`config.mk`:
```
export PLATFORM = sky130hd
export DESIGN_NAME = sync_header_frame_capture
export DESIGN_NICKNAME = d
export VERILOG_FILES = /design/src/rtl/core/shfc_pkg.sv /design/src/rtl/core/sync_header_frame_capture.sv /design/src/rtl/core/shfc_regs.sv /design/src/rtl/core/shfc_front.sv /design/src/rtl/core/shfc_queue.sv
export SDC_FILE = /design/constraint.sdc
export NUM_CORES = 1
export LEC_CHECK = 0
export BUFFER_PORTS_ARGS = -buffer_cell sky130_fd_sc_hd__clkbuf_2
export CORE_MARGIN = 2
export CORE_UTILIZATION = 31
export DETAILED_ROUTE_END_ITERATION = 10
export PLACE_DENSITY = 0.57
export SYNTH_ARGS = -nofsm -noshare
export SYNTH_HDL_FRONTEND = slang
export SYNTH_SLANG_ARGS = --single-unit
```
`constraint.sdc`:
```
create_clock -name clk -period 9.6 [get_ports clk]
set_input_delay 0.96 -clock clk [delete_from_list [all_inputs] [get_ports clk]]
set_output_delay 0.96 -clock clk [all_outputs]
set_load 0.1 [all_outputs]
```
`src/rtl/core/shfc_pkg.sv`:
```
`default_nettype none

package shfc_pkg;

  // register indexes on the configuration port
  localparam logic [2:0] REG_SYNC_BYTE_0   = 3'd0;
  localparam logic [2:0] REG_SYNC_BYTE_1   = 3'd1;
  localparam logic [2:0] REG_SYNC_BYTE_2   = 3'd2;
  localparam logic [2:0] REG_SYNC_BYTE_3   = 3'd3;
  localparam logic [2:0] REG_HEADER_LENGTH = 3'd4;
  localparam logic [2:0] REG_FRAME_LENGTH  = 3'd5;

  localparam logic [7:0] SYNC_BYTE_0_RST   = 8'hB5;
  localparam logic [7:0] SYNC_BYTE_1_RST   = 8'h62;
  localparam logic [7:0] SYNC_BYTE_2_RST   = 8'h01;
  localparam logic [7:0] SYNC_BYTE_3_RST   = 8'h07;
  localparam logic [2:0] HEADER_LENGTH_RST = 3'd4;
  localparam logic [7:0] FRAME_LENGTH_RST  = 8'd100;

  localparam int POS_LIMIT = 128;
  localparam logic [2:0] HEADER_MIN = 3'd1;
  localparam logic [2:0] HEADER_MAX = 3'd4;

  typedef struct packed {
    logic [3:0][7:0] sync_bytes;
    logic [2:0]      header_len;  // effective, 1..4
    logic [7:0]      frame_len;   // effective, header_len+1..cap
  } cfg_t;

  typedef struct packed {
    logic       accepted;
    logic [6:0] position;
    logic [7:0] data_byte;
    logic       frame_complete;
    logic       sync_lost;
  } result_t;

endpackage

`default_nettype wire

```
`src/rtl/core/sync_header_frame_capture.sv`:
```
`default_nettype none

// Frame hunter for a received serial byte stream.
// Input channel in_valid/in_ready carries one rx_byte per beat. Every beat
// produces exactly one result beat on out_valid/out_ready with accepted,
// position, data_byte, frame_complete and sync_lost.
// The header is matched against up to four sync bytes; a mismatch while
// hunting drops the byte, a mismatch later in the header also flags
// sync_lost and restarts the hunt. After the header every byte is taken
// until frame_length bytes are in, and the last one flags frame_complete.
// Configuration: cfg_valid/cfg_ready with cfg_index (0-3 sync bytes,
// 4 header_length, 5 frame_length) and cfg_data; cfg_ready is always high.
// Write registers only while no result is pending.
// Each result is written into the result queue before it reaches the output.
// Throughput: one byte per cycle while the result queue has room, set by the position update.
// A two-beat result queue separates the sides: a stalled receiver lets the
// block take up to two more bytes before in_ready drops.
// Reset (rst, synchronous) restores the default sync bytes 0xB5 0x62 0x01
// 0x07, header_length 4, frame_length 100, and empties the queue.
module sync_header_frame_capture
  import shfc_pkg::*;
#(
  parameter int MAX_FRAME = 128
) (
  input  wire logic       clk,
  input  wire logic       rst,
  input  wire logic       cfg_valid,
  output logic            cfg_ready,
  input  wire logic [2:0] cfg_index,
  input  wire logic [7:0] cfg_data,
  input  wire logic       in_valid,
  output logic            in_ready,
  input  wire logic [7:0] rx_byte,
  output logic            out_valid,
  input  wire logic       out_ready,
  output logic            accepted,
  output logic [6:0]      position,
  output logic [7:0]      data_byte,
  output logic            frame_complete,
  output logic            sync_lost
);

  cfg_t    cfg;
  result_t front_result;
  result_t head;

  shfc_regs #(
    .MAX_FRAME(MAX_FRAME)
  ) u_regs (
    .clk      (clk),
    .rst      (rst),
    .cfg_valid(cfg_valid),
    .cfg_ready(cfg_ready),
    .cfg_index(cfg_index),
    .cfg_data (cfg_data),
    .cfg      (cfg)
  );

  shfc_front u_front (
    .clk     (clk),
    .rst     (rst),
    .cfg     (cfg),
    .in_valid(in_valid),
    .in_take (in_ready),
    .rx_byte (rx_byte),
    .result  (front_result)
  );

  shfc_queue u_queue (
    .clk      (clk),
    .rst      (rst),
    .push     (in_valid && in_ready),
    .push_data(front_result),
    .not_full (in_ready),
    .out_valid(out_valid),
    .out_ready(out_ready),
    .head     (head)
  );

  assign accepted       = head.accepted;
  assign position       = head.position;
  assign data_byte      = head.data_byte;
  assign frame_complete = head.frame_complete;
  assign sync_lost      = head.sync_lost;

endmodule

`default_nettype wire

```
`src/rtl/core/shfc_regs.sv`:
```
`default_nettype none

module shfc_regs
  import shfc_pkg::*;
#(
  parameter int MAX_FRAME = 128
) (
  input  wire logic       clk,
  input  wire logic       rst,
  input  wire logic       cfg_valid,
  output logic            cfg_ready,
  input  wire logic [2:0] cfg_index,
  input  wire logic [7:0] cfg_data,
  output cfg_t            cfg
);

  localparam int FRAME_CAP = (MAX_FRAME > POS_LIMIT) ? POS_LIMIT : MAX_FRAME;
  localparam logic [8:0] FRAME_CAP_V = 9'(FRAME_CAP);

  logic [3:0][7:0] sync_bytes;
  logic [2:0]      header_length;
  logic [7:0]      frame_length;

  logic [2:0] hl_eff;
  logic [3:0] fl_min;
  logic [7:0] fl_capped;

  assign cfg_ready = 1'b1;

  always_ff @(posedge clk) begin
    if (rst) begin
      sync_bytes[0] <= SYNC_BYTE_0_RST;
      sync_bytes[1] <= SYNC_BYTE_1_RST;
      sync_bytes[2] <= SYNC_BYTE_2_RST;
      sync_bytes[3] <= SYNC_BYTE_3_RST;
      header_length <= HEADER_LENGTH_RST;
      frame_length  <= FRAME_LENGTH_RST;
    end else if (cfg_valid && cfg_ready) begin
      unique case (cfg_index)
        REG_SYNC_BYTE_0:   sync_bytes[0] <= cfg_data;
        REG_SYNC_BYTE_1:   sync_bytes[1] <= cfg_data;
        REG_SYNC_BYTE_2:   sync_bytes[2] <= cfg_data;
        REG_SYNC_BYTE_3:   sync_bytes[3] <= cfg_data;
        REG_HEADER_LENGTH: header_length <= cfg_data[2:0];
        REG_FRAME_LENGTH:  frame_length <= cfg_data;
        default: ;
      endcase
    end
  end

  always_comb begin
    priority if (header_length < HEADER_MIN) hl_eff = HEADER_MIN;
    else if (header_length > HEADER_MAX)     hl_eff = HEADER_MAX;
    else                                     hl_eff = header_length;

    fl_min = {1'b0, hl_eff} + 4'd1;

    if ({1'b0, frame_length} > FRAME_CAP_V) fl_capped = FRAME_CAP_V[7:0];
    else                                    fl_capped = frame_length;

    cfg.sync_bytes = sync_bytes;
    cfg.header_len = hl_eff;
    if (fl_capped < {4'd0, fl_min}) cfg.frame_len = {4'd0, fl_min};
    else                            cfg.frame_len = fl_capped;
  end

endmodule

`default_nettype wire

```
`src/rtl/core/shfc_front.sv`:
```
`default_nettype none

module shfc_front
  import shfc_pkg::*;
(
  input  wire logic       clk,
  input  wire logic       rst,
  input  cfg_t            cfg,
  input  wire logic       in_valid,
  input  wire logic       in_take,
  input  wire logic [7:0] rx_byte,
  output result_t         result
);

  logic [6:0] frame_position;
  logic [6:0] frame_position_next;
  logic       in_header;
  logic       match;
  logic [7:0] pos_plus;

  always_comb begin
    in_header = frame_position < {4'd0, cfg.header_len};
    match     = rx_byte == cfg.sync_bytes[frame_position[1:0]];
    pos_plus  = {1'b0, frame_position} + 8'd1;

    result              = '0;
    frame_position_next = frame_position;
    if (in_header) begin
      if (match) begin
        result.accepted     = 1'b1;
        frame_position_next = pos_plus[6:0];
      end else begin
        // mismatch past the first header byte drops sync
        result.sync_lost    = frame_position != 7'd0;
        frame_position_next = 7'd0;
      end
    end else begin
      result.accepted = 1'b1;
      if (pos_plus >= cfg.frame_len) begin
        result.frame_complete = 1'b1;
        frame_position_next   = 7'd0;
      end else begin
        frame_position_next = pos_plus[6:0];
      end
    end
    if (result.accepted) begin
      result.position  = frame_position;
      result.data_byte = rx_byte;
    end
  end

  always_ff @(posedge clk) begin
    if (rst) begin
      frame_position <= 7'd0;
    end else if (in_valid && in_take) begin
      frame_position <= frame_position_next;
    end
  end

endmodule

`default_nettype wire

```
`src/rtl/core/shfc_queue.sv`:
```
`default_nettype none

module shfc_queue
  import shfc_pkg::*;
(
  input  wire logic clk,
  input  wire logic rst,
  input  wire logic push,
  input  result_t   push_data,
  output logic      not_full,
  output logic      out_valid,
  input  wire logic out_ready,
  output result_t   head
);

  result_t    entries [2];
  logic       wr_ptr;
  logic       rd_ptr;
  logic [1:0] count;
  logic       pop;

  assign not_full  = count != 2'd2;
  assign out_valid = count != 2'd0;
  assign pop       = out_valid && out_ready;
  assign head      = entries[rd_ptr];

  always_ff @(posedge clk) begin
    if (push) begin
      entries[wr_ptr] <= push_data;
    end
  end

  always_ff @(posedge clk) begin
    if (rst) begin
      wr_ptr <= 1'b0;
      rd_ptr <= 1'b0;
      count  <= 2'd0;
    end else begin
      if (push) wr_ptr <= ~wr_ptr;
      if (pop)  rd_ptr <= ~rd_ptr;
      unique case ({push, pop})
        2'b10:   count <= count + 2'd1;
        2'b01:   count <= count - 2'd1;
        default: count <= count;
      endcase
    end
  end

endmodule

`default_nettype wire
```
# [Word-level counts from Yosys, hierarchy flattened]
# Memories as Yosys holds them, arrays and structs flattened. A register that Yosys moved wholly into a read port is not among the register bits.
# Cells that the tools add are included.
[totals] reg_bits=54 latch_bits=0 ramBits=36 mem_bits_ro=0 out_inout_bits=21 mem_count=1
[memory_table] memory="u_queue.entries" words=2 word_bits=18 read_ports=1 rd_clocked_by_memory_dff=1 write_ports=1 line_no="shfc_queue.sv:16" source="result_t entries [2];"
[classes] add_sub_neg=4 mul=0 div=0 magnitude_cmp=7 eq_ne=9 shifts=0 n_mux=21 n_bitwise=2 n_reduce_logical=12
[op_table] op="two-way mux 8 bit" n=3
[op_table] op="two-way mux 7 bit" n=3
[op_table] op="binary-select mux 8 bit (select 2 bit)" n=1
[op_table] op="two-way mux 15 bit" n=1
[op_table] op="AND reduction 2 bit" n=6
[op_table] op="two-way mux 1 bit" n=10
[op_table] op="adder 7 x 1 -> 8 bit (second input constant)" n=1
[op_table] op="equality test 8 bit" n=1
[op_table] op=">= comparator 8 bit" n=1
[op_table] op="greater-than comparator 8 bit (second input constant)" n=1
[op_table] op="< comparator 8 x 4 -> 1 bit" n=1
[op_table] op="< comparator 7 x 3 -> 1 bit" n=1
[op_table] op="nonzero test 7 bit" n=1
[op_table] op="equality test 3 x 2 -> 1 bit (second input constant)" n=2
[op_table] op="equality test 3 bit (second input constant)" n=2
[op_table] op="two-way mux 3 bit" n=2
[op_table] op="adder 3 x 1 -> 4 bit (second input constant)" n=1
[op_table] op="case mux 2 bit (2 select lines)" n=1
[op_table] op="nonzero test 2 bit" n=2
[op_table] op="equality test 3 x 1 -> 1 bit (second input constant)" n=1
[op_table] op="greater-than comparator 3 bit (second input constant)" n=1
[op_table] op="zero test 3 bit" n=1
[op_table] op="< comparator 2 x 3 -> 1 bit (second input constant)" n=1
[op_table] op="< comparator 3 x 1 -> 1 bit (second input constant)" n=1
[op_table] op="7 further kinds" n=9

# [Depth between registers and ports, before layout]
[logic_depth] depth_word=9 ltp_mapped=17 depth_no_buf=17

# [Modules after synthesis]
# From an unflattened synthesis, not the netlist that was laid out.
[unflattened] cells_unflattened=411 area_unflattened_um2=4425.5
[modules_own_cells] mod="shfc_regs" instances=1 cells_each=209 area_per_inst_um2=1811.7
[modules_own_cells] mod="shfc_queue" instances=1 cells_each=79 area_per_inst_um2=1507.7
[modules_own_cells] mod="shfc_front" instances=1 cells_each=122 area_per_inst_um2=1099.8
[modules_own_cells] mod="sync_header_frame_capture" instances=1 cells_each=1 area_per_inst_um2=6.3

# [Least setup slack after synthesis]
# OpenSTA, ideal clock, no wires.
[synth_path] path_kind="reg-to-reg" start="register u_regs.header_length[1]" end="register u_front.frame_position[2]" arrival_time_ns=3.524 required_time_ns=9.525 slack_ns=6.002 path_stages_with_launch=17 cell_sequence="dfxtp_1 nor2b_1 nor2_1 ha_1 inv_1 ha_1 a21o_1 a21o_1 a211oi_2 mux2_1 ha_1 a211oi_1 o21ai_0 a211oi_1 o21a_1 nand2_1 o22ai_1"
[synth_via] elab_chain_cells=9
[synth_rtl] item="from (decl)" line_no="shfc_regs.sv:21" source="logic [2:0] header_length;"
[synth_rtl] item="from (signal assigned)" line_no="shfc_regs.sv:44" source="REG_HEADER_LENGTH: header_length <= cfg_data[2:0];"
[synth_rtl] item="greater-than comparator 3 bit" line_no="shfc_regs.sv:53" source="else if (header_length > HEADER_MAX) hl_eff = HEADER_MAX;"
[synth_rtl] item="two-way mux 3 bit" line_no="shfc_regs.sv:53"
[synth_rtl] item="two-way mux 3 bit *" line_no="shfc_regs.sv:52" source="priority if (header_length < HEADER_MIN) hl_eff = HEADER_MIN;"
[synth_rtl] item="adder 3 x 1 -> 4 bit" line_no="shfc_regs.sv:56" source="fl_min = {1'b0, hl_eff} + 4'd1;"
[synth_rtl] item="< comparator 8 x 4 -> 1 bit" line_no="shfc_regs.sv:63" source="if (fl_capped < {4'd0, fl_min}) cfg.frame_len = {4'd0, fl_min};"
[synth_rtl] item="two-way mux 8 bit" line_no="shfc_regs.sv:63"
[synth_rtl] item=">= comparator 8 bit" line_no="shfc_front.sv:39" source="if (pos_plus >= cfg.frame_len) begin"
[synth_rtl] item="two-way mux 7 bit" line_no="shfc_front.sv:39"
[synth_rtl] item="two-way mux 7 bit *" line_no="shfc_front.sv:28" source="if (in_header) begin"
[synth_rtl] item="to (signal assigned)" line_no="shfc_front.sv:56" source="frame_position <= frame_position_next;"
[synth_rtl] item="to (decl)" line_no="shfc_front.sv:15" source="logic [6:0] frame_position;"
# Mark *: on every way between the ends. The rest lies on a longest branch, timed or not.
# A chain may end at the register's enable or synchronous reset.

# [Final worst setup path]
# Same ends and word-level chain as after synthesis.

==> flow_metrics.env <==
export IMPL_portBuffers=43
export IMPL_tns_ns=0
export IMPL_leakage_nw=1.86
export IMPL_async_flop_share_pct=0
export IMPL_p_int_uw=698
export IMPL_antenna_found_initial=0
export IMPL_synth_ff_type="dfxtp_1"
export IMPL_finalMaxSlewViolations=0
export IMPL_worst_slew_pin_transition_ns=1.03
export IMPL_crit_type="flip-flop to flip-flop"
export IMPL_power_mw=1.18
export IMPL_synth_largest_area_cell="dfxtp_1"
export IMPL_grt_pass1_vias=2791
export IMPL_whs_ns=0.456
export IMPL_required_ns=9.86
export IMPL_min_to="u_regs.cfg[38]$_SDFFE_PP0P_"
export IMPL_wl_per_cell_microns=14.9
export IMPL_relSlewSlack_pct=31.0
export IMPL_rows=42
export IMPL_dp_hpwl_mm=6.37
export IMPL_nets=458
export IMPL_clk_pin_slew_worst_paths_ns=0.07
export IMPL_cts_resized=0
export IMPL_startpoint_type="flip-flop"
export IMPL_grt_pass1_wl_mm=14.3
export IMPL_synthToLayoutAreaGrowth_pct=15.2
export IMPL_hold_depth=2
export IMPL_cts_setup_buffers=0
export IMPL_ff2ff_path_depth=16
export IMPL_cts_made_buffers=9
export IMPL_cap_violations=0
export IMPL_setup_viol=0
export IMPL_r2r_start="u_regs.header_length[1]$_SDFFE_PP0P_"
export IMPL_r2r_slack_ns=5.56
export IMPL_final_core_util_pct=36.8
export IMPL_viasPerCell=4.72
export IMPL_diodes=0
export IMPL_reg2reg_to="u_front.frame_position[2]$_SDFFE_PP0P_"
export IMPL_clockPowerShare_pct=27.9
export IMPL_rsz0062_at_grt="no"
export IMPL_pre_cts_ws_ns=5.56
export IMPL_p_comb_share_pct=33.0
export IMPL_power_density_nw_per_um2=241
export IMPL_netlist_area_sq_um=4250
export IMPL_clockBufferDepth=2
export IMPL_place_gp_congestion=0.758
export IMPL_core_sq_um=13300
export IMPL_grt_overflow_total=0
export IMPL_die_w_microns=121
export IMPL_synth_top_cell_area_share_pct=25.9
export IMPL_die_y_microns=121
export IMPL_h_tree_depth=3
export IMPL_setup_slack_ns=5.56
export IMPL_finalCritPeriodShare_pct=42.1
export IMPL_final_common_cell="dfxtp_1"
export IMPL_ys_ff_latch=91
export IMPL_ys_warn_count=0
export IMPL_finalHoldViolCount=0
export IMPL_first_iter_violations=131
export IMPL_wirelength_mm=8.91
export IMPL_power_frac_seq_pct=39.1
export IMPL_yosysUniqueCellTypes=46
export IMPL_initial_core_util_pct=31.9
export IMPL_power_switching_uw=481
export IMPL_hp_class="flip-flop to flip-flop"
export IMPL_finClkSkew_ns=0.00763
export IMPL_grt_usage_pct=12.8
export IMPL_worstPathArrival_ns=4.31
export IMPL_cts_root_buf="clkbuf_16"
export IMPL_final_antenna_net_count=0
export IMPL_fmax_mhz=247
export IMPL_synth_edf_count=36
export IMPL_route_detailed_drc=0
export IMPL_critPathCaptureType="flip-flop"
export IMPL_vias=2825
export IMPL_grt_max_degree=37
export IMPL_layout_common_cells="55 x dfxtp_1, 43 x clkbuf_2, 42 x nand2_1, 39 x nor2_1, 37 x mux2i_1"
export IMPL_min_delay_start="u_regs.cfg[38]$_SDFFE_PP0P_"
export IMPL_dieArea_sq_um=14700
export IMPL_ioPinCount=45
export IMPL_ir_worst_vdd_mv=0.0995
export IMPL_status="complete, no violations"
export IMPL_holdBufCountCts=0
export IMPL_cts_sinks=91
export IMPL_avgSynthCellArea_sq_um=11.3
export IMPL_synthCells=376
export IMPL_drive_above_1_share_pct=21.6
export IMPL_sw_frac_of_total_pct=40.8
export IMPL_dr_pass1_iters=4
export IMPL_clock_latency_ns=0.33
export IMPL_critPathMaxFanout=7
export IMPL_tritoncts="built"
export IMPL_yosysSeqAreaShare_pct=51.4
export IMPL_layout_min_cycle_time_ns=4.04
export IMPL_yosys_top_cells_area="dfxtp_1 26%, edfxtp_1 25%, mux2i_1 8.7%, ha_1 5.0%, mux2_2 4.8%"
-- metal layers --
layer / track usage [%] / up-vias / wire length, microns
met4: 2.83 / 0 / 56
met3: 3.62 / 6 / 392
met1: 17.0 / 1358 / 4300
li1: - / 1401 / -
met2: 20.6 / 60 / 4160
met5: 0 / - / 0
-- through the flow --
step           instances  instance area, sq um
5_1_grt              598                  4890
2_1_floorplan        377                  4250
3_3_place_gp         582                  4610
3_5_place_dp         582                  4610
4_1_cts              598                  4890
6_report             598                  4890
-- power by group through the flow --
stage / registers [mW] / logic (mW) / clock network [mW]
2_1_floorplan: 0.455 / 0.346 / 0
3_3_place_gp: 0.469 / 0.391 / 0
3_5_place_dp: 0.470 / 0.392 / 0
4_1_cts: 0.462 / 0.393 / 0.338
5_1_grt: 0.465 / 0.409 / 0.351
6_report: 0.461 / 0.390 / 0.329
-- cell type report --
cell class / count / area (sq um)
repair buffers: 46 / 238
flip-flops and latches: 91 / 2180
clock inverters: 6 / 48.8
inverters: 13 / 48.8
clock buffers: 10 / 229
multi-input cells: 256 / 1930
well taps: 176 / 220
fillers: 1320 / 8400
-- critical path: stages (launching register included) --
cell and delay (ns):
dfxtp_1 0.35, nor2b_1 0.22, nor2_1 0.09, ha_1 0.30
inv_1 0.05, ha_1 0.26, a21o_1 0.16, a21o_1 0.18
a211oi_2 0.38, mux2_1 0.37, ha_1 0.29, a211oi_1 0.22
o21ai_0 0.12, a211oi_1 0.38, o21a_1 0.31, nand2_1 0.11
o22ai_1 0.18
-- registers in the layout, indices dropped and copies added (netlist names), named ones only --
signal	flops
u_front.frame_position	7
u_queue.count	2
u_queue.entries	36
u_queue.rd_ptr	1
u_queue.wr_ptr	1
u_regs.cfg	32
u_regs.frame_length	8
u_regs.header_length	3
-- cell families after synthesis --
group,synth area share (%)
simple gates,13.4
flops,51.4
mux,18.1
compound gates,5.19
buf+inv,3.36
fa+ha+maj,5.01
xor+xnor,3.51
other cells,0.0883
-- cells in the mapped netlist, types with 2 or more instances --
library cell	count
nand2_1	42
nor4_1	2
a32o_1	2
xor2_1	3
nor2b_1	4
edfxtp_1	36
dfxtp_1	55
nand2b_1	6
mux4_2	7
buf_6	2
a21o_1	2
and2_1	12
o21ai_0	4
mux2_2	18
inv_1	13
mux2i_1	37
a21oi_1	10
and3_1	3
ha_1	17
nand3_1	6
a31oi_1	2
nor3_2	2
nor2_1	39
nand4_1	3
clkbuf_1	12
xnor2_1	14
o21ai_1	2
a211oi_1	3
-- how the worst max path moves through the flow --
stage,startpoint,to,slack (ns),cells past startpoint
floorplan,u_regs.header_length[1]$_SDFFE_PP0P_,u_front.frame_position[2]$_SDFFE_PP0P_,6.00,16
global placement,u_regs.header_length[1]$_SDFFE_PP0P_,u_front.frame_position[2]$_SDFFE_PP0P_,5.73,16
detailed placement,u_regs.header_length[1]$_SDFFE_PP0P_,u_front.frame_position[2]$_SDFFE_PP0P_,5.56,16
CTS,u_regs.header_length[1]$_SDFFE_PP0P_,u_front.frame_position[2]$_SDFFE_PP0P_,5.55,16
global route,u_regs.header_length[1]$_SDFFE_PP0P_,u_front.frame_position[2]$_SDFFE_PP0P_,5.26,16
finish,u_regs.header_length[1]$_SDFFE_PP0P_,u_front.frame_position[2]$_SDFFE_PP0P_,5.56,16
Note: power is estimated with default switching activity, not from simulation.
